--- src/rtl/iss_pkg.sv ---
// shared types, codes and the saturating add helper of the integer stream summarizer
package iss_pkg;

   localparam logic [3:0] OP_MIN    = 4'd0;
   localparam logic [3:0] OP_MAX    = 4'd1;
   localparam logic [3:0] OP_RANGE  = 4'd2;
   localparam logic [3:0] OP_SUM    = 4'd3;
   localparam logic [3:0] OP_PROD   = 4'd4;
   localparam logic [3:0] OP_ANY    = 4'd5;
   localparam logic [3:0] OP_ALL    = 4'd6;
   localparam logic [3:0] OP_SHIFT2 = 4'd7;
   localparam logic [3:0] OP_XX2    = 4'd8;

   localparam logic [1:0] REG_OPERATION = 2'd0;
   localparam logic [1:0] REG_DROP      = 2'd1;
   localparam logic [1:0] REG_SHIFT     = 2'd2;

   localparam int QUEUE_DEPTH = 4;
   localparam int QUEUE_BITS  = 2;

   localparam logic [31:0] MISSING_CODE = 32'h8000_0000;
   localparam logic signed [63:0] INT64_MAX = 64'sh7FFF_FFFF_FFFF_FFFF;
   localparam logic signed [63:0] INT64_MIN = 64'sh8000_0000_0000_0000;

   typedef struct packed {
      logic signed [31:0] value;
      logic               value_valid;
      logic               last;
      logic               implicit_zero;
   } req_type;

   typedef struct packed {
      logic signed [63:0] result_low;
      logic signed [63:0] result_high;
      logic               result_missing;
      logic [31:0]        missing_seen;
      logic               empty_warning;
      logic               overflow;
      logic               stopped_early;
   } rsp_type;

   typedef struct packed {
      logic signed [31:0] x;
      logic               elem;
      logic               missing;
      logic               last;
      logic               zero;
   } entry_type;

   typedef struct packed {
      logic [3:0]         operation;
      logic               drop_missing;
      logic signed [31:0] shift_value;
   } cfg_type;

   // bit 64 flags saturation, bits 63:0 the clamped sum
   function automatic logic [64:0] sat_add(logic signed [63:0] a, logic signed [63:0] b);
      logic signed [63:0] s;
      logic               ovf;
      s = a + b;
      ovf = (a[63] == b[63]) && (s[63] != a[63]);
      if (ovf) begin
         return {1'b1, (a[63] ? INT64_MIN : INT64_MAX)};
      end
      return {1'b0, s};
   endfunction

endpackage

--- src/rtl/iss_queue.sv ---
// short queue between the front and back ends
module iss_queue import iss_pkg::*; (
   input  logic      clock,
   input  logic      reset,
   input  logic      push,
   input  entry_type push_entry,
   input  logic      pop,
   output entry_type head,
   output logic      empty,
   output logic      full
);

   entry_type             mem [QUEUE_DEPTH];
   logic [QUEUE_BITS-1:0] wr_ptr_ff, wr_ptr_in, rd_ptr_ff, rd_ptr_in;
   logic [QUEUE_BITS:0]   count_ff, count_in;

   assign empty = (count_ff == '0);
   assign full  = (count_ff == (QUEUE_BITS+1)'(QUEUE_DEPTH));
   assign head  = mem[rd_ptr_ff];

   always_comb begin
      wr_ptr_in = wr_ptr_ff + QUEUE_BITS'(push);
      rd_ptr_in = rd_ptr_ff + QUEUE_BITS'(pop);
      count_in  = count_ff + (QUEUE_BITS+1)'(push) - (QUEUE_BITS+1)'(pop);
   end

   always_ff @(posedge clock) begin
      if (push) begin
         mem[wr_ptr_ff] <= push_entry;
      end
   end

   always_ff @(posedge clock) begin
      if (reset) begin
         wr_ptr_ff <= '0;
         rd_ptr_ff <= '0;
         count_ff  <= '0;
      end else begin
         wr_ptr_ff <= wr_ptr_in;
         rd_ptr_ff <= rd_ptr_in;
         count_ff  <= count_in;
      end
   end

endmodule

--- config.mk ---
export PLATFORM = sky130hd
export DESIGN_NAME = iss_queue
export DESIGN_NICKNAME = d
export VERILOG_FILES = /design/src/rtl/iss_pkg.sv /design/src/rtl/iss_queue.sv
export SDC_FILE = /design/constraint.sdc
export NUM_CORES = 1
export LEC_CHECK = 0
export BUFFER_PORTS_ARGS = -buffer_cell sky130_fd_sc_hd__buf_2
export CAP_MARGIN = 5
export CORE_ASPECT_RATIO = 2
export CORE_MARGIN = 1
export CORE_UTILIZATION = 24
export CTS_CLUSTER_DIAMETER = 60
export CTS_CLUSTER_SIZE = 28
export DETAILED_ROUTE_END_ITERATION = 8
export PLACE_DENSITY_LB_ADDON = 0.1
export RECOVER_POWER = 25
export SYNTH_ARGS = -nofsm -noshare
export SYNTH_HDL_FRONTEND = slang
export SYNTH_SLANG_ARGS = --single-unit
export TNS_END_PERCENT = 5
--- constraint.sdc ---
create_clock -name clock -period 6.8 [get_ports clock]
set_input_delay 0 -clock clock [delete_from_list [all_inputs] [get_ports clock]]
set_output_delay 0 -clock clock [all_outputs]
set_load 0.02 [all_outputs]
Word level (Yosys, flattened, before mapping)

Memory sizes are Yosys's and may differ from the RTL's. A register that Yosys moved wholly into a read port is not among the register bits.
Cells that the tools add are included.

Memory bits (read-only): 0
Logic and storage cells: 13
Bits in latches: 0
Bits of input ports: 40
Memory bits (writable): 144
Memories kept: 1
Register bits after elaboration: 7
Output and inout bits: 38

Memory list:

| name | words | bits a word | rd ports | clocked after Yosys merged registers in | write ports | line            | source |
|---|---|---|---|---|---|---|---|
| mem  | 4     | 36          | 1        | 1                                       | 1           | iss_queue.sv:13 | `entry_type mem [QUEUE_DEPTH];` |

Muxes and demuxes: 3
Add/sub/neg operators: 4
Equal/unequal tests: 1
$lt $le $gt $ge: 0
Multiply operators: 0
Bitwise logic cells: 0
Shifts and indexed selects: 0
Div/mod/pow operators: 0
Reduce and logical (&&, ||, !) cells: 1

Operators with widths:

| kind                                        | count |
|---|---|
| 2-bit by 1-bit adder with 2-bit output      | 2 |
| 3-bit by 1-bit adder with 3-bit output      | 1 |
| 3-bit == test, second input constant        | 1 |
| 3-bit logical NOT                           | 1 |
| 3-bit by 1-bit subtractor with 3-bit output | 1 |
| 1-bit 2-to-1 mux                            | 2 |
| 2-bit 2-to-1 mux                            | 1 |

Depth between registers and ports, before layout

Gate-level depths: netlist of the first run.

Depth in word-level cells: 2
Mapped depth: 7
Mapped depth without buffers: 7

Least setup slack after synthesis of the first run

OpenSTA, ideal clock, no wires.

Path kind: register -> register
Start: reg wr_ptr_ff[1]
End: mem mem[0][0] (netlist name) (enable)
Path buffers: 0
Cell stages (with the launch flop): 2
Arrival: 3.024 ns
Setup slack: 3.294 ns
Data required time: 6.319 ns
Period minus slack after synthesis: 3.506 ns
Setup time: 0.481 ns
Path through: dfxtp_1 -> nor3b_1

RTL lines:

| what                     | line            | source |
|---|---|---|
| start: declaration       | iss_queue.sv:14 | `logic [QUEUE_BITS-1:0] wr_ptr_ff, wr_ptr_in, rd_ptr_ff, rd_ptr_in;` |
| start signal: assignment | iss_queue.sv:39 | `wr_ptr_ff <= wr_ptr_in;` |
| end: declaration         | iss_queue.sv:13 |  |

No word-level cell before the write port.

==> run metrics, run 1 <==
total CTS buffers=17; setup tns final=0 ns; ANT cells=0; final setup skew=0.00741 ns; multi-input logic area=1040 um2; Syn Nets=266; CP max stage cell=dfxtp_4; Die Width=110 um; commonest non-fill, non-tap cell in the layout=edfxtp_1; register area share after synthesis=approximately four fifths; Initial Util=24.6%; All-Layer GR Usage=about a tenth; antenna violations before repair=0; number of global-route vias before repair=2,901; # DRC=0; wire per inst=approximately 18 um; CTS tree=yes; Worst EP required=6.80 ns; Util after Layout=31.9%; # setup viols final=0; most frequent cells in the layout=144 x edfxtp_1, 56 x buf_2, 40 x dlygate4sd3_1; worst vdd ir=0.000136 V; Slew HR=27.9%; Final GP Congestion=~0.65; Vias=around 2.6k; die area=24,000 um2; Total Wirelength=between 10,000 and 15,000 um; Lkg Pwr=approximately 2.4 nW; Area Growth Syn to Fin=29.8%; Netlist Area Pre-Place=5590 um2; Hold Vio Cnt, Final=0; grt total ovfl=0; Placement Setup Slack=4.95 ns; Skew-Pair Late Insertion Delay=between 0.4 and 0.5 ns; fin crit period=2.17 ns; Yosys cell types=19; FF+latch area=4470 um2; Cell Chain, Critical Path=mux4_1 > buf_2; Routed Antenna Nets=0; max-capacitance violation count=0; max incr delay on CP=0.85 ns; period utilization=31.9%; clk buf depth=2; CTS Root Cell=clkbuf_16; Hold WS=approximately 0.34 ns; Fillers=2,215; first-pass iteration count of the detailed router=4; Seq cells post-synth=between 150 and 200; H-tree depth=4; final net count=about 400; Core Footprint=22,700 um2; Cells after Synth=between 200 and 250; crit-path max FO=37; outcome=finished, final reports clean; port bufs=77; clock sink count=between 150 and 200; First DRT Iteration DRCs=98; DP Wirelength=6820 um; post-route setup slack=4.63 ns; arrival time at the worst endpoint=2.17 ns; Die H=about 220 um; yosys warns=0; Worst Setup Path Type=reg2out; CP Launch Type=flop; share of cells above drive strength 1=33.8%; Fmax achieved=0.461 GHz; worst-margin pin slew=~1.1 ns; pin count of the biggest net entering global routing=38; first-pass GRT wire length=17,200 um; Syn Area/Cell=25.3 um2; Clock Pin Slew Worst Setup and Hold Paths=around 0.06 ns; Final Max Slew Viols=0; PD cells=319 nW/um2; CTS resizes=0; unrepaired setup endpoints after global routing=no; Site Rows=78; io pins=78; critical path capture point type=output pin; Hold WC Path Type=in2reg; vias per cell=4.06
## registers in the layout (all words and copies together) (netlist names)
signal,flops
rd_ptr_ff,2
mem,144
wr_ptr_ff,2
count_ff,3
## repair_timing
action / in CTS / in global routing
endpoints found under the hold margin: 151 / 0
hold buffers: 40 / 0
setup buffers: 0 / 0
## layout make-up
class | count | area share, %
clock buffers | 18 | 5.91
clock inverters | 14 | 2.52
inverters | 4 | 0.207
multi-input cells | 58 | 14.3
flip-flops and latches | 151 | 61.6
well taps | 280 | 4.83
repair buffers | 119 | 10.7
## power breakdown
part | switching (mW) | internal, mW | total [mW]
registers | 0.0342 | 1.07 | 1.10
clock network | 0.361 | 0.609 | 0.971
logic | 0.124 | 0.114 | 0.239
## cell usage after synthesis, drive strengths merged
cell type | number | area [um2]
inv | 4 | 15.0
ha | 4 | 50.1
xor3 | 1 | 23.8
buf | 8 | 91.3
nor3b | 1 | 7.51
edfxtp | 144 | 4320
nand2 | 1 | 3.75
dfxtp | 7 | 140
nor2 | 4 | 15.0
nor3 | 1 | 5.00
mux4 | 36 | 833
xnor2 | 2 | 17.5
and3 | 2 | 12.5
fa | 1 | 20.0
and3b | 1 | 8.76
nor2b | 4 | 25.0
## worst max-delay path, delay by kind of cell, from the launching register on
family	cells	cell delay [ns]
mux	1	0.69
buf+inv	1	0.19
flops	1	0.85
## kinds of logic (layout without fill, tap and decap cells)
family	count (synthesis)	in the layout	synth area share, %
adder cells (fa/ha/maj)	5	5	1.25
XOR/XNOR	3	3	0.738
AND/OR/NAND/NOR	14	14	1.39
buffers and inverters	12	155	1.90
multiplexers	36	36	14.9
flip-flops	151	151	79.8
## metrics by stage
| step | power, mW | cell area, um2 | instances |
|---|---|---|---|
| floorplan | 1.27 | 5590 | 221 |
| global placement | 1.35 | 6270 | 572 |
| detailed placement | 1.36 | 6270 | 572 |
| CTS | 2.36 | 7280 | 644 |
| global route | 2.40 | 7260 | 644 |
| finish | 2.31 | 7260 | 644 |
## metal layers
| metal | up-vias | part of all wire, % | global-route usage (%) |
|---|---|---|---|
| li1 | 1200 | - | - |
| met1 | 1345 | 38 | 11.1 |
| met2 | 54 | 56 | 18.4 |
| met3 | 18 | 4.2 | 3.89 |
| met4 | 0 | 2.4 | 5.20 |
| met5 | - | 0 | 0 |
## worst paths after layout
check | start | to | slack (ns) | cells after the start
worst min register to register | wr_ptr_ff[1] | wr_ptr_ff[1] | 0.57 | 2
worst max-delay path | rd_ptr_ff[0] | head[35] | 4.63 | 2
worst max register to register | rd_ptr_ff[0] | rd_ptr_ff[0] | 4.80 | 3
worst min-delay path | push_entry[17] | mem[2][17] | 0.34 | 2
(Power assumes the default switching activity.)
==> run 2, diff against run 1 <==
==> constraint.sdc (replaced) <==
create_clock -name clock -period 2.25 [get_ports clock]
set_input_delay 0 -clock clock [delete_from_list [all_inputs] [get_ports clock]]
set_output_delay 0 -clock clock [all_outputs]
set_load 0.02 [all_outputs]
==> run metrics, run 2 (same netlist as run 1, synthesis figures left out) <==
Initial Util=24.6%; share of cells above drive strength 1=34.2%; critical path capture point type=output pin; # DRC=0; register share of total power=~47%; Worst Setup Path Type=reg2out; first-pass iteration count of the detailed router=4; Worst EP required=about 2.3 ns; Die Width=110 um; fin crit period=between 1.5 and 2 ns; antenna violations before repair=0; switching part of the total=22.4%; CTS Root Cell=clkbuf_16; Final GP Congestion=around 0.64; Metal-1 WL=4580 um; H-tree depth=4; outcome=finished, final reports clean; CTS tree=yes; Hold Vio Cnt, Final=0; Fillers=2,207; period utilization=approximately 84%; All-Layer GR Usage=11.3%; number of global-route vias before repair=about 3k; final setup skew=0.00704 ns; Largest Register=mem; First DRT Iteration DRCs=83; io pins=about 80; Die H=218 um; biggest regs=mem (144), count_ff (3); grt total ovfl=0; Lkg Pwr=2.47 nW; setup tns final=0 ns; DP Area=6400 um2; total CTS buffers=17; crit-path max FO=13; Skew-Pair Late Insertion Delay=0.43 ns; Vias=2,715; max reg flops=144; Met3 Wirelength=441 um; worst vdd ir=0.000432 V; commonest non-fill, non-tap cell in the layout=edfxtp_1; Util after Layout=between 30 and 40%; worst-margin pin slew=0.570 ns; Clk network pwr share=41.3%; Area Growth Syn to Fin=31.3%; wire per inst=18.7 um; port bufs=77; CP Launch Type=flop; most frequent cells in the layout=144 x edfxtp_1, 55 x buf_2, 38 x dlygate4sd3_1; pin count of the biggest net entering global routing=37; wire length on met2=6890 um; final net count=between 400 and 500; vias per cell=4.17; clk buf depth=2; arrival time at the worst endpoint=1.90 ns; max-capacitance violation count=0; final instance area=approximately 7300 um2; total internal power=5.43 mW; Slew HR=61.9%; # setup viols final=0; DP Wirelength=7740 um; setup bufs post-CTS=0; ANT cells=0; Final Power=about 7 mW; max layer used=met4; first-pass GRT wire length=18,300 um; clock sink count=151; combinational cell fraction of total power=11.8%; Routed Antenna Nets=0; unrepaired setup endpoints after global routing=no; Final Max Slew Viols=0; PD cells=951 nW/um2; die area=24,000 um2; Total Wirelength=~12,000 um; Hold WC Path Type=in2reg; P_sw=between 1.5 and 2 mW; Core Footprint=between 20,000 and 25,000 um2; Fmax achieved=about 0.53 GHz; Site Rows=78; Clock Pin Slew Worst Setup and Hold Paths=0.06 ns
## run 2: metal layers
metal | up-vias | track usage (%)
li1 | 1211 | -
met1 | 1434 | 11.5
met2 | 55 | 19.9
met3 | 15 | 3.89
met4 | 0 | 5.47
met5 | - | 0
## run 2: final timing paths
| check | endpoint | start | slack [ns] | cells after the start |
|---|---|---|---|---|
| max | head[34] | rd_ptr_ff[0] | 0.35 | 3 |
| min reg2reg | wr_ptr_ff[1] | wr_ptr_ff[1] | 0.60 | 2 |
| min | rd_ptr_ff[1] | pop | 0.02 | 4 |
| max reg2reg | count_ff[2] | count_ff[0] | 0.68 | 7 |
## run 2: power groups by stage
| stage | registers, mW | logic [mW] | clock network [mW] |
|---|---|---|---|
| floorplan | 3.32 | 0.515 | 0 |
| global placement | 3.34 | 0.808 | 0 |
| detailed placement | 3.34 | 0.811 | 0 |
| CTS | 3.28 | 0.865 | 2.97 |
| global route | 3.29 | 0.895 | 3.07 |
| finish | 3.28 | 0.823 | 2.89 |
## run 2: critical path, stage by stage (launching register included)
cell and delay (ns):
dfxtp_2 0.33, buf_4 0.29, mux4_1 0.66, buf_2 0.19
## run 2: timing repair
item,4_1_cts,5_1_grt
resized for setup,0,0
endpoints found under the hold margin,151,0
hold buffers,38,0
## run 2: cell type report
type	instances	area, um2	area share (%)
sequential	151	4470	60.8
multi-input combinational	58	1040	14.2
tap	280	350	4.77
inverter	4	15.0	0.204
clock inverter	12	159	2.16
clock buffer	19	433	5.89
timing repair buffer	127	878	12.0
## run 2: stage by stage
stage	instances	worst slack (ns)	hold WS, ns
finish	651	0.353	0.0207
global route	651	0.258	0.0492
CTS	651	0.271	0.000617
detailed placement	582	0.678	0.220
global placement	582	0.694	0.217
floorplan	221	-0.144	0.0716
