File: src/rtl/iss_pkg.sv
// shared types, codes and the saturating add helper of the integer stream summarizer
package iss_pkg;

   localparam logic [3:0] OP_MIN    = 4'd0;
   localparam logic [3:0] OP_MAX    = 4'd1;
   localparam logic [3:0] OP_RANGE  = 4'd2;
   localparam logic [3:0] OP_SUM    = 4'd3;
   localparam logic [3:0] OP_PROD   = 4'd4;
   localparam logic [3:0] OP_ANY    = 4'd5;
   localparam logic [3:0] OP_ALL    = 4'd6;
   localparam logic [3:0] OP_SHIFT2 = 4'd7;
   localparam logic [3:0] OP_XX2    = 4'd8;

   localparam logic [1:0] REG_OPERATION = 2'd0;
   localparam logic [1:0] REG_DROP      = 2'd1;
   localparam logic [1:0] REG_SHIFT     = 2'd2;

   localparam int QUEUE_DEPTH = 4;
   localparam int QUEUE_BITS  = 2;

   localparam logic [31:0] MISSING_CODE = 32'h8000_0000;
   localparam logic signed [63:0] INT64_MAX = 64'sh7FFF_FFFF_FFFF_FFFF;
   localparam logic signed [63:0] INT64_MIN = 64'sh8000_0000_0000_0000;

   typedef struct packed {
      logic signed [31:0] value;
      logic               value_valid;
      logic               last;
      logic               implicit_zero;
   } req_type;

   typedef struct packed {
      logic signed [63:0] result_low;
      logic signed [63:0] result_high;
      logic               result_missing;
      logic [31:0]        missing_seen;
      logic               empty_warning;
      logic               overflow;
      logic               stopped_early;
   } rsp_type;

   typedef struct packed {
      logic signed [31:0] x;
      logic               elem;
      logic               missing;
      logic               last;
      logic               zero;
   } entry_type;

   typedef struct packed {
      logic [3:0]         operation;
      logic               drop_missing;
      logic signed [31:0] shift_value;
   } cfg_type;

   // bit 64 flags saturation, bits 63:0 the clamped sum
   function automatic logic [64:0] sat_add(logic signed [63:0] a, logic signed [63:0] b);
      logic signed [63:0] s;
      logic               ovf;
      s = a + b;
      ovf = (a[63] == b[63]) && (s[63] != a[63]);
      if (ovf) begin
         return {1'b1, (a[63] ? INT64_MIN : INT64_MAX)};
      end
      return {1'b0, s};
   endfunction

endpackage

File: src/rtl/iss_front.sv
// front end: accepts input words and classifies them into queue entries
module iss_front import iss_pkg::*; (
   input  logic      req_valid,
   input  req_type   req_word,
   input  logic      queue_full,
   output logic      req_stall,
   output logic      push,
   output entry_type entry
);

   assign req_stall     = queue_full;
   assign push          = req_valid && !queue_full;
   assign entry.x       = req_word.value;
   assign entry.elem    = req_word.value_valid;
   assign entry.missing = (req_word.value == MISSING_CODE);
   assign entry.last    = req_word.last;
   assign entry.zero    = req_word.last && req_word.implicit_zero;

endmodule

File: config.mk
export PLATFORM = sky130hd
export DESIGN_NAME = iss_front
export DESIGN_NICKNAME = d
export VERILOG_FILES = /design/src/rtl/iss_pkg.sv /design/src/rtl/iss_front.sv
export SDC_FILE = /design/constraint.sdc
export NUM_CORES = 1
export LEC_CHECK = 0
export ABC_AREA = 0
export BUFFER_PORTS_ARGS = -buffer_cell sky130_fd_sc_hd__buf_2
export CAP_MARGIN = 20
export CORE_MARGIN = 2
export CORE_UTILIZATION = 26
export DETAILED_ROUTE_END_ITERATION = 7
export PLACE_DENSITY = 0.9
export SLEW_MARGIN = 5
export SYNTH_ARGS = -nofsm -noshare
export SYNTH_HDL_FRONTEND = slang
export SYNTH_SLANG_ARGS = --single-unit
export TNS_END_PERCENT = 30
File: constraint.sdc
create_clock -name vclk -period 0.8
set_input_delay 0.16 -clock vclk [all_inputs]
set_output_delay 0.16 -clock vclk [all_outputs]
set_load 0.1 [all_outputs]
==> flow_summary_export.csv, run 1 <==
group,metric,value,unit
outcome,error_line,"[ERROR DPL-0038] Utilization greater than 100%, impossible to legalize",
yosys,synth_seq_area_share,0,%
yosys,synth_warnings,0,
yosys,syn-num-nets,85,
floorplan,initial_core_util,28.02,%
placement,port_buffers,73,
floorplan,io_pins,75,
yosys,synthCells,48,
yosys,synth_top_area_share,71.19,%
floorplan,die_y,41.68,µm
placement,routabilityCongestion,0.7242,
outcome,status,"stopped before the end",
yosys,synthTopCellsByArea,"buf_4 71%, nor4_2 10%, nor4_1 6.8%, nor4b_2 4.1%, nand4_1 3.4%",
floorplan,die_x,41.68,µm
yosys,syn_area_per_cell,7.690,µm²
floorplan,rows,13,
outcome,stop_stage,"detailed placement",
yosys,synth_largest_area_cell,"buf_4",
yosys,syn_area,369.1,µm²
yosys,ys_types,8,
==> cells in the mapped netlist, drive strengths merged <==
master / n
nor4: 7
nand4: 2
buf: 35
and2: 1
nor2b: 1
nor2: 1
nor4b: 1
==> cell families after synthesis <==
logic type             count (synthesis)  synth area share (%)
buffers and inverters                 35                 71.19
AND/OR/NAND/NOR                       13                 28.81
==> stage by stage <==
stage	area, µm²	hold WS [ns]	TNS (ns)
after floorplan	430.4	0.4947	-1.038
after global placement	1325	0.3207	-0.4543
==> run 2: changes to the inputs <==
- CORE_AREA: unset -> 2 2 63 65
- CORE_MARGIN: 2 -> unset
- CORE_UTILIZATION: 26 -> unset
- DIE_AREA: unset -> 0 0 65 67
- PLACE_DENSITY: 0.9 -> unset
- PLACE_DENSITY_LB_ADDON: unset -> 0.15
==> run 2 against run 1 <==
Against the previous run:
- the flow now finishes, with violations (negative setup slack)
- synthesized area unchanged
- synthesized cell count unchanged
==> flow_summary_export.csv, run 2 <==
group,metric,value,unit
outcome,status,"complete, but fails checks",
outcome,violations,"negative setup slack",
yosys,synth_warnings,0,
worst_hold_path,hold_path_end,"entry[3]",
yosys,ys_types,8,
drt,wl_per_cell,9.819,µm
drt,first_iter_violations,1,
yosys,syn_area_per_cell,7.690,µm²
yosys,synth_seq_area_share,0,%
layout,layout_commonest_cell,"buf_12",
power,power.density,992.2,nW/µm²
global_route,grt_max_degree,3,
yosys,synth_top_area_share,71.19,%
layout,drive_gt1_share,97.46,%
worst_hold_path,min_path_type,"input pin to output port",
power,p_leak,0.6982,nW
setup_path,slowest_stage,"nor4_4",
sta,setup_viol,1,
drt,via_count,573,
power,finalPower,1.493,mW
run,drv_cap,0,
drt,routed_wl,1630,µm
yosys,synthTopCellsByArea,"buf_4 71%, nor4_2 10%, nor4_1 6.8%, nor4b_2 4.1%, nand4_1 3.4%",
drt,drtPass1Iterations,2,
setup_path,critPathArrivalTime,1.04,ns
global_route,grt_pass1_wl,2684,µm
yosys,synth_common_cells,"35 x buf_4, 4 x nor4_1, 3 x nor4_2",
placement,routabilityCongestion,0.5984,
floorplan,die_y,67,µm
floorplan,die_area,4355,µm²
sta,setup_ws,-0.4030,ns
layout,flops_and_latches,0,
worst_hold_path,worstHoldStart,"req_word[2]",
sta,fmax,0.8312,GHz
setup_path,path_cells,"buf_8, nor4_4, nand4_1, nor2_4, buf_12",
layout,final_util,41.74,%
layout,area_growth_syn_to_layout,307.8,%
worst_hold_path,hold_depth,0,
setup_path,worstSetupStartpointType,"input pin",
sta,slew_violations,0,
yosys,syn_area,369.1,µm²
sta,worst_slew_pin_slew,0.2041,ns
layout,multi_input_area,198.9,µm²
layout,nets,157,
setup_path,critPathKind,"input pin to output port",
sta,slew-limit-headroom,86.29,%
yosys,syn-num-nets,85,
global_route,grtUsageTotal,7.422,%
clocking,post-cts-setup-buffers,0,
placement,port_buffers,73,
yosys,synthCells,48,
global_route,grt_antenna_before_repair,0,
layout,fillers,329,
sta,rsz0062_at_grt,"true",
drt,avgViaCountPerCell,3.452,
sta,min_period_over_period,150.4,%
sta,hold_viol,0,
setup_path,critPathRequiredTime,0.64,ns
floorplan,initial_core_util,10.24,%
yosys,yosysMostFrequentCell,"buf_4",
yosys,synth_largest_area_cell,"buf_4",
layout,clock_buffer_count,0,
setup_path,end_kind,"output port",
floorplan,die_x,65,µm
layout,final_cell_mix,"37 x buf_12, 32 x buf_4, 23 x buf_2",
setup_path,cp_max_fo,2,
power,irDropWorstVdd,0.3035,mV
setup_path,path_buf_inv,2,
floorplan,rows,22,
placement,post-dp-hpwl,1533,µm
global_route,grt_overflow,0,
setup_path,cp_top_family,"simple AND/OR/NAND/NOR gates",
drt,drc_errors,0,
floorplan,io_pins,75,
global_route,grt_pass1_vias,616,
setup_path,cpPeakStageDelay,0.27,ns
layout,diodes,0,
sta,finalCriticalPeriod,1.203,ns
floorplan,coreArea,3606,µm²
layout,seq_area,0,µm²
drt,antenna_left,0,
run 2: power by group:
part / switching, mW / total [mW] / internal, mW
logic: 0.905 / 1.49 / 0.588
registers: 0 / 0 / 0
clock network: 0 / 0 / 0
run 2: through the flow:
stage	worst slack [ns]	cells	setup TNS [ns]	area (µm²)	hold WS [ns]
finish	-0.4030	166	-0.4030	1505	0.3203
detailed placement	-0.4666	166	-0.4666	1389	0.3207
global route	-0.4552	166	-0.4552	1505	0.3207
floorplan	-0.4438	48	-1.038	430.4	0.4947
global placement	-0.4873	166	-0.4873	1389	0.3207
CTS	-0.4358	166	-0.4358	1459	0.3207
run 2: cells by family after synthesis:
logic type,share of synthesized area [%]
buffers and inverters,71.19
AND/OR/NAND/NOR,28.81
run 2: worst max path at each step:
stage / endpoint / startpoint / cells past startpoint
after floorplan: entry[2] / req_word[14] / 3
after global placement: entry[2] / req_word[6] / 5
after detailed placement: entry[2] / req_word[11] / 5
after CTS: entry[2] / req_word[33] / 5
after global routing: entry[2] / req_word[18] / 5
final: entry[2] / req_word[18] / 5
run 2: per-layer routing:
metal | vias to the layer above | part of all wire, % | global-route usage [%]
met1 | 249 | 33 | 8.100
li1 | 271 | - | -
met2 | 53 | 51 | 14.43
met4 | 0 | 0 | 0
met5 | - | 0 | 0
met3 | 0 | 16 | 2.703
run 2: layout make-up:
class                           instances  area share, %
Tap cell                               48          3.990
Timing Repair Buffer                  105          82.79
Multi-Input combinational cell         13          13.22
run 2: what timing repair did:
action | 4_1_cts | 5_1_grt
endpoints found under the setup margin | 1 | 2
hold buffers | 0 | 0
resized for setup | 12 | 14
pin swaps | 9 | 7
Note: power is estimated with default switching activity, not from simulation.
==> run 3: changes to the inputs <==
- RECOVER_POWER: unset -> 50
==> run 3 against run 2 <==
Against the previous run:
- the run still ends with negative setup slack left
- via count stayed put
- final area fell by 10%
- critical path depth is the same
- total power shrank 7.1%
- global-route usage is the same
- core utilization shrank 4.3 points
- non-clock buffer count did not move
- maximum frequency is essentially flat
- sequential cell count stayed put
==> flow_summary_export.csv, run 3 (same netlist as run 2, synthesis figures left out) <==
group,metric,value,unit
global_route,grt_pass1_vias,616,
layout,nets,157,
drt,wl_per_cell,9.994,µm
layout,clock_buffer_count,0,
setup_path,critPathKind,"input pin to output port",
power,irDropWorstVdd,0.2878,mV
layout,multi_input_area,198.9,µm²
placement,post-dp-hpwl,1533,µm
sta,slew-limit-headroom,81.43,%
drt,first_iter_violations,1,
sta,min_period_over_period,150.4,%
clocking,post-cts-setup-buffers,0,
drt,drtPass1Iterations,2,
power,seq_power_share,0,%
layout,stdcell_area,1349,µm²
outcome,status,"complete, but fails checks",
global_route,grtUsageTotal,7.422,%
power,p_sw_share,64.04,%
floorplan,io_pins,75,
setup_path,cp_top_family,"simple AND/OR/NAND/NOR gates",
layout,layout_commonest_cell,"buf_4",
setup_path,slowest_stage,"nor4_4",
layout,flops_and_latches,0,
layout,final_cell_mix,"34 x buf_4, 27 x buf_6, 23 x buf_2",
layout,drive_gt1_share,97.46,%
placement,port_buffers,73,
sta,worst_slew_pin_slew,0.2808,ns
floorplan,rows,22,
outcome,violations,"negative setup slack",
sta,rsz0062_at_grt,"true",
setup_path,worstSetupStartpointType,"input pin",
power,p_leak,0.6388,nW
drt,drc_errors,0,
global_route,grt_pass1_wl,2684,µm
setup_path,critPathRequiredTime,0.64,ns
worst_hold_path,min_path_type,"input pin to output port",
sta,setup_ws,-0.4030,ns
run,drv_cap,0,
drt,antenna_left,0,
placement,dp_slack,-0.4666,ns
sta,hold_viol,0,
setup_path,cpPeakStageDelay,0.27,ns
layout,diodes,0,
floorplan,die_x,65,µm
layout,seq_area,0,µm²
sta,finalCriticalPeriod,1.203,ns
floorplan,die_area,4355,µm²
setup_path,critPathArrivalTime,1.04,ns
global_route,grt_max_degree,3,
floorplan,initial_core_util,10.24,%
setup_path,cp_max_fo,2,
global_route,grt_antenna_before_repair,0,
power,netSwitchingPower,0.8884,mW
power,clockPowerShare,0,%
sta,setup_viol,1,
setup_path,path_cells,"buf_8, nor4_4, nand4_1, nor2_4, buf_12",
placement,routabilityCongestion,0.5984,
power,share_comb_of_total_power,100.0,%
setup_path,end_kind,"output port",
layout,fillers,358,
sta,slew_violations,0,
power,power.density,1028,nW/µm²
placement,place_area,1389,µm²
setup_path,path_buf_inv,2,
global_route,grt_overflow,0,
floorplan,die_y,67,µm
drt,avgViaCountPerCell,3.452,
layout,area_growth_syn_to_layout,265.4,%
sta,fmax,0.8312,GHz
floorplan,coreArea,3606,µm²
power,p_int,0.4988,mW
drt,routed_wl,1659,µm
drt,via_count,573,
## run 3: metrics by stage
step	setup TNS [ns]	std cells	power, mW	utilization, %	hold slack [ns]
floorplan	-1.038	48	0.8867	-	0.4947
global placement	-0.4873	166	1.431	38.51	0.3207
detailed placement	-0.4666	166	1.441	38.51	0.3207
CTS	-0.4358	166	1.480	40.46	0.3207
global route	-0.4552	166	1.429	37.40	0.3207
finish	-0.4030	166	1.387	37.40	0.3203
## run 3: power groups by stage
stage                     registers [mW]  logic (mW)  clock network, mW
after floorplan                        0       0.887                  0
after global placement                 0        1.43                  0
after detailed placement               0        1.44                  0
after CTS                              0        1.48                  0
after global routing                   0        1.43                  0
final                                  0        1.39                  0
## run 3: layout make-up
class / count / share of cell area, %
Timing Repair Buffer: 105 / 80.80
Multi-Input combinational cell: 13 / 14.75
Tap cell: 48 / 4.453
## run 3: worst paths after layout
path,cells past startpoint,to,from,slack (ns)
setup / recovery,5,entry[2],req_word[18],-0.40
hold / removal,0,entry[3],req_word[2],0.32
## run 3: layer usage
layer | share of wire [%] | global-route usage, % | routed length (µm)
met1 | 35 | 8.100 | 577
met2 | 50 | 14.43 | 833
met3 | 15 | 2.703 | 248
met4 | 0 | 0 | 0
met5 | 0 | 0 | 0
## run 3: what timing repair did
item                       in CTS  in global routing
pin swaps                       9                  7
hold buffers                    0                  0
gates resized for setup        12                 14
setup endpoints to repair       1                  2
==> run 4: changes to the inputs <==
- ABC_AREA: 0 -> 1
==> run 4 against run 3 <==
Against the previous run:
- the run still ends with negative setup slack left
- non-clock buffer count down 4
- final area decreased by 2.4%
- core utilization down 0.90 points
- synthesized cell count is 48% higher
- global-route usage is 1.1 points lower
- sequential cell count unchanged
- combinational power is essentially flat
- critical path depth up 2
- hold slack improved by 0.00087 ns
- clock-buffer cell count stayed put
- via count up 6.1%
- die area unchanged
- critical endpoint unchanged
- largest cell class unchanged
==> flow_summary_export.csv, run 4 <==
group,metric,value,unit
outcome,status,"complete, but fails checks",
outcome,violations,"negative setup slack",
run,drv_cap,0,
drt,antenna_left,0,
layout,nets,176,
yosys,synth_top_area_share,66.04,%
floorplan,die_x,65,µm
yosys,yosysMostFrequentCell,"buf_4",
global_route,grt_antenna_before_repair,0,
drt,drtPass1Iterations,4,
sta,fmax,0.9223,GHz
placement,post-dp-hpwl,1570,µm
yosys,synth_largest_area_cell,"buf_4",
setup_path,critPathKind,"input pin to output port",
yosys,synth_seq_area_share,0,%
setup_path,end_kind,"output port",
placement,routabilityCongestion,0.6152,
setup_path,cp_max_fo,2,
yosys,ys_types,4,
floorplan,initial_core_util,11.03,%
setup_path,critPathRequiredTime,0.64,ns
power,power.density,1032,nW/µm²
floorplan,rows,22,
yosys,syn_area_per_cell,5.604,µm²
layout,diodes,0,
setup_path,worstSetupStartpointType,"input pin",
setup_path,critPathArrivalTime,0.92,ns
yosys,muxShareOfSynthArea,0,%
yosys,synth-compound-area-share,0,%
yosys,synthCells,71,
drt,first_iter_violations,3,
drt,avgViaCountPerCell,3.286,
sta,hold_viol,0,
yosys,synth_warnings,0,
sta,slew_violations,0,
layout,area_growth_syn_to_layout,230.8,%
global_route,grtUsageTotal,6.321,%
layout,layout_commonest_cell,"buf_4",
yosys,synth-xor-area-share,0,%
yosys,synth_common_cells,"35 x buf_4, 22 x nor2_1, 11 x nand2_1",
yosys,synthAdderAreaFrac,0,%
sta,rsz0062_at_grt,"true",
yosys,synth_top_family_by_area,"buffers and inverters",
drt,routed_wl,1682,µm
power,irDropWorstVdd,0.2769,mV
layout,clock_buffer_count,0,
floorplan,coreArea,3606,µm²
global_route,grt_overflow,0,
drt,via_count,608,
layout,seq_area,0,µm²
sta,worst_slew_pin_slew,0.2820,ns
power,finalPower,1.358,mW
sta,setup_viol,1,
global_route,grt_max_degree,3,
yosys,syn-num-nets,108,
sta,slew-limit-headroom,81.35,%
placement,port_buffers,73,
floorplan,die_y,67,µm
clocking,cts_hold_buf,0,
layout,drive_gt1_share,88.32,%
sta,finalCriticalPeriod,1.084,ns
floorplan,io_pins,75,
drt,drc_errors,0,
sta,min_period_over_period,135.5,%
sta,setup_ws,-0.2842,ns
drt,wl_per_cell,9.092,µm
yosys,synthTopCellsByArea,"buf_4 66%, nor2_1 21%, nand2_1 10%, inv_1 2.8%",
yosys,syn_area,397.9,µm²
layout,final_cell_mix,"34 x buf_4, 24 x buf_2, 22 x buf_6",
layout,flops_and_latches,0,
global_route,grt_pass1_vias,546,
worst_hold_path,min_path_type,"input pin to output port",
floorplan,die_area,4355,µm²
sta,whs,0.3212,ns
global_route,grt_pass1_wl,2277,µm
power,p_leak,0.6513,nW
yosys,synth-simple-area-share,31.13,%
run 4: cells by family (layout without fill, tap and decap cells):
logic type    Yosys count  count (layout)
simple gates           33              33
buf+inv                38             104
run 4: per-layer routing:
layer | vias to the layer above | GRT usage (%) | part of all wire (%)
li1 | 307 | - | -
met1 | 269 | 5.600 | 29
met2 | 30 | 14.43 | 61
met3 | 2 | 1.014 | 9.3
met4 | 0 | 1.064 | 0.77
met5 | - | 0 | 0
run 4: critical path: stages:
cell	delay, ns
buf_6	0.10
nor2_2	0.09
nand2_1	0.09
nor2_4	0.12
nand2_2	0.06
nor2_4	0.12
buf_12	0.18
run 4: area by class of cell:
| cell class | instances | area, µm² |
|---|---|---|
| well taps | 48 | 60.06 |
| multi-input cells | 33 | 206.4 |
| inverters | 3 | 11.26 |
| repair buffers | 101 | 1039 |
| fillers | 384 | 2290 |
run 4: final timing paths:
kind                         start  endpoint  slack, ns  depth (start not counted)
worst min-delay path   req_word[2]  entry[3]       0.32                          0
worst max-delay path  req_word[17]  entry[2]      -0.28                          7
run 4: report_power, final:
group / switching [mW] / internal, mW
Sequential: 0 / 0
Combinational: 0.880 / 0.479
Clock: 0 / 0
run 4: what timing repair did:
action	CTS	global route
hold endpoints to repair	0	0
setup endpoints to repair	1	1
buffers inserted	0	0
resized for setup	4	29
pin swaps	6	19
run 4: stage by stage:
| stage | setup slack, ns | setup TNS, ns | cells | area [µm²] | utilization, % |
|---|---|---|---|---|---|
| 4_1_cts | -0.2971 | -0.2971 | 185 | 1380 | 38.27 |
| 5_1_grt | -0.3389 | -0.3389 | 185 | 1316 | 36.50 |
| 3_3_place_gp | -0.3458 | -0.3458 | 185 | 1366 | 37.89 |
| 2_1_floorplan | -0.3109 | -0.4817 | 71 | 437.9 | - |
| 6_report | -0.2842 | -0.2842 | 185 | 1316 | 36.50 |
| 3_5_place_dp | -0.3393 | -0.3393 | 185 | 1366 | 37.89 |
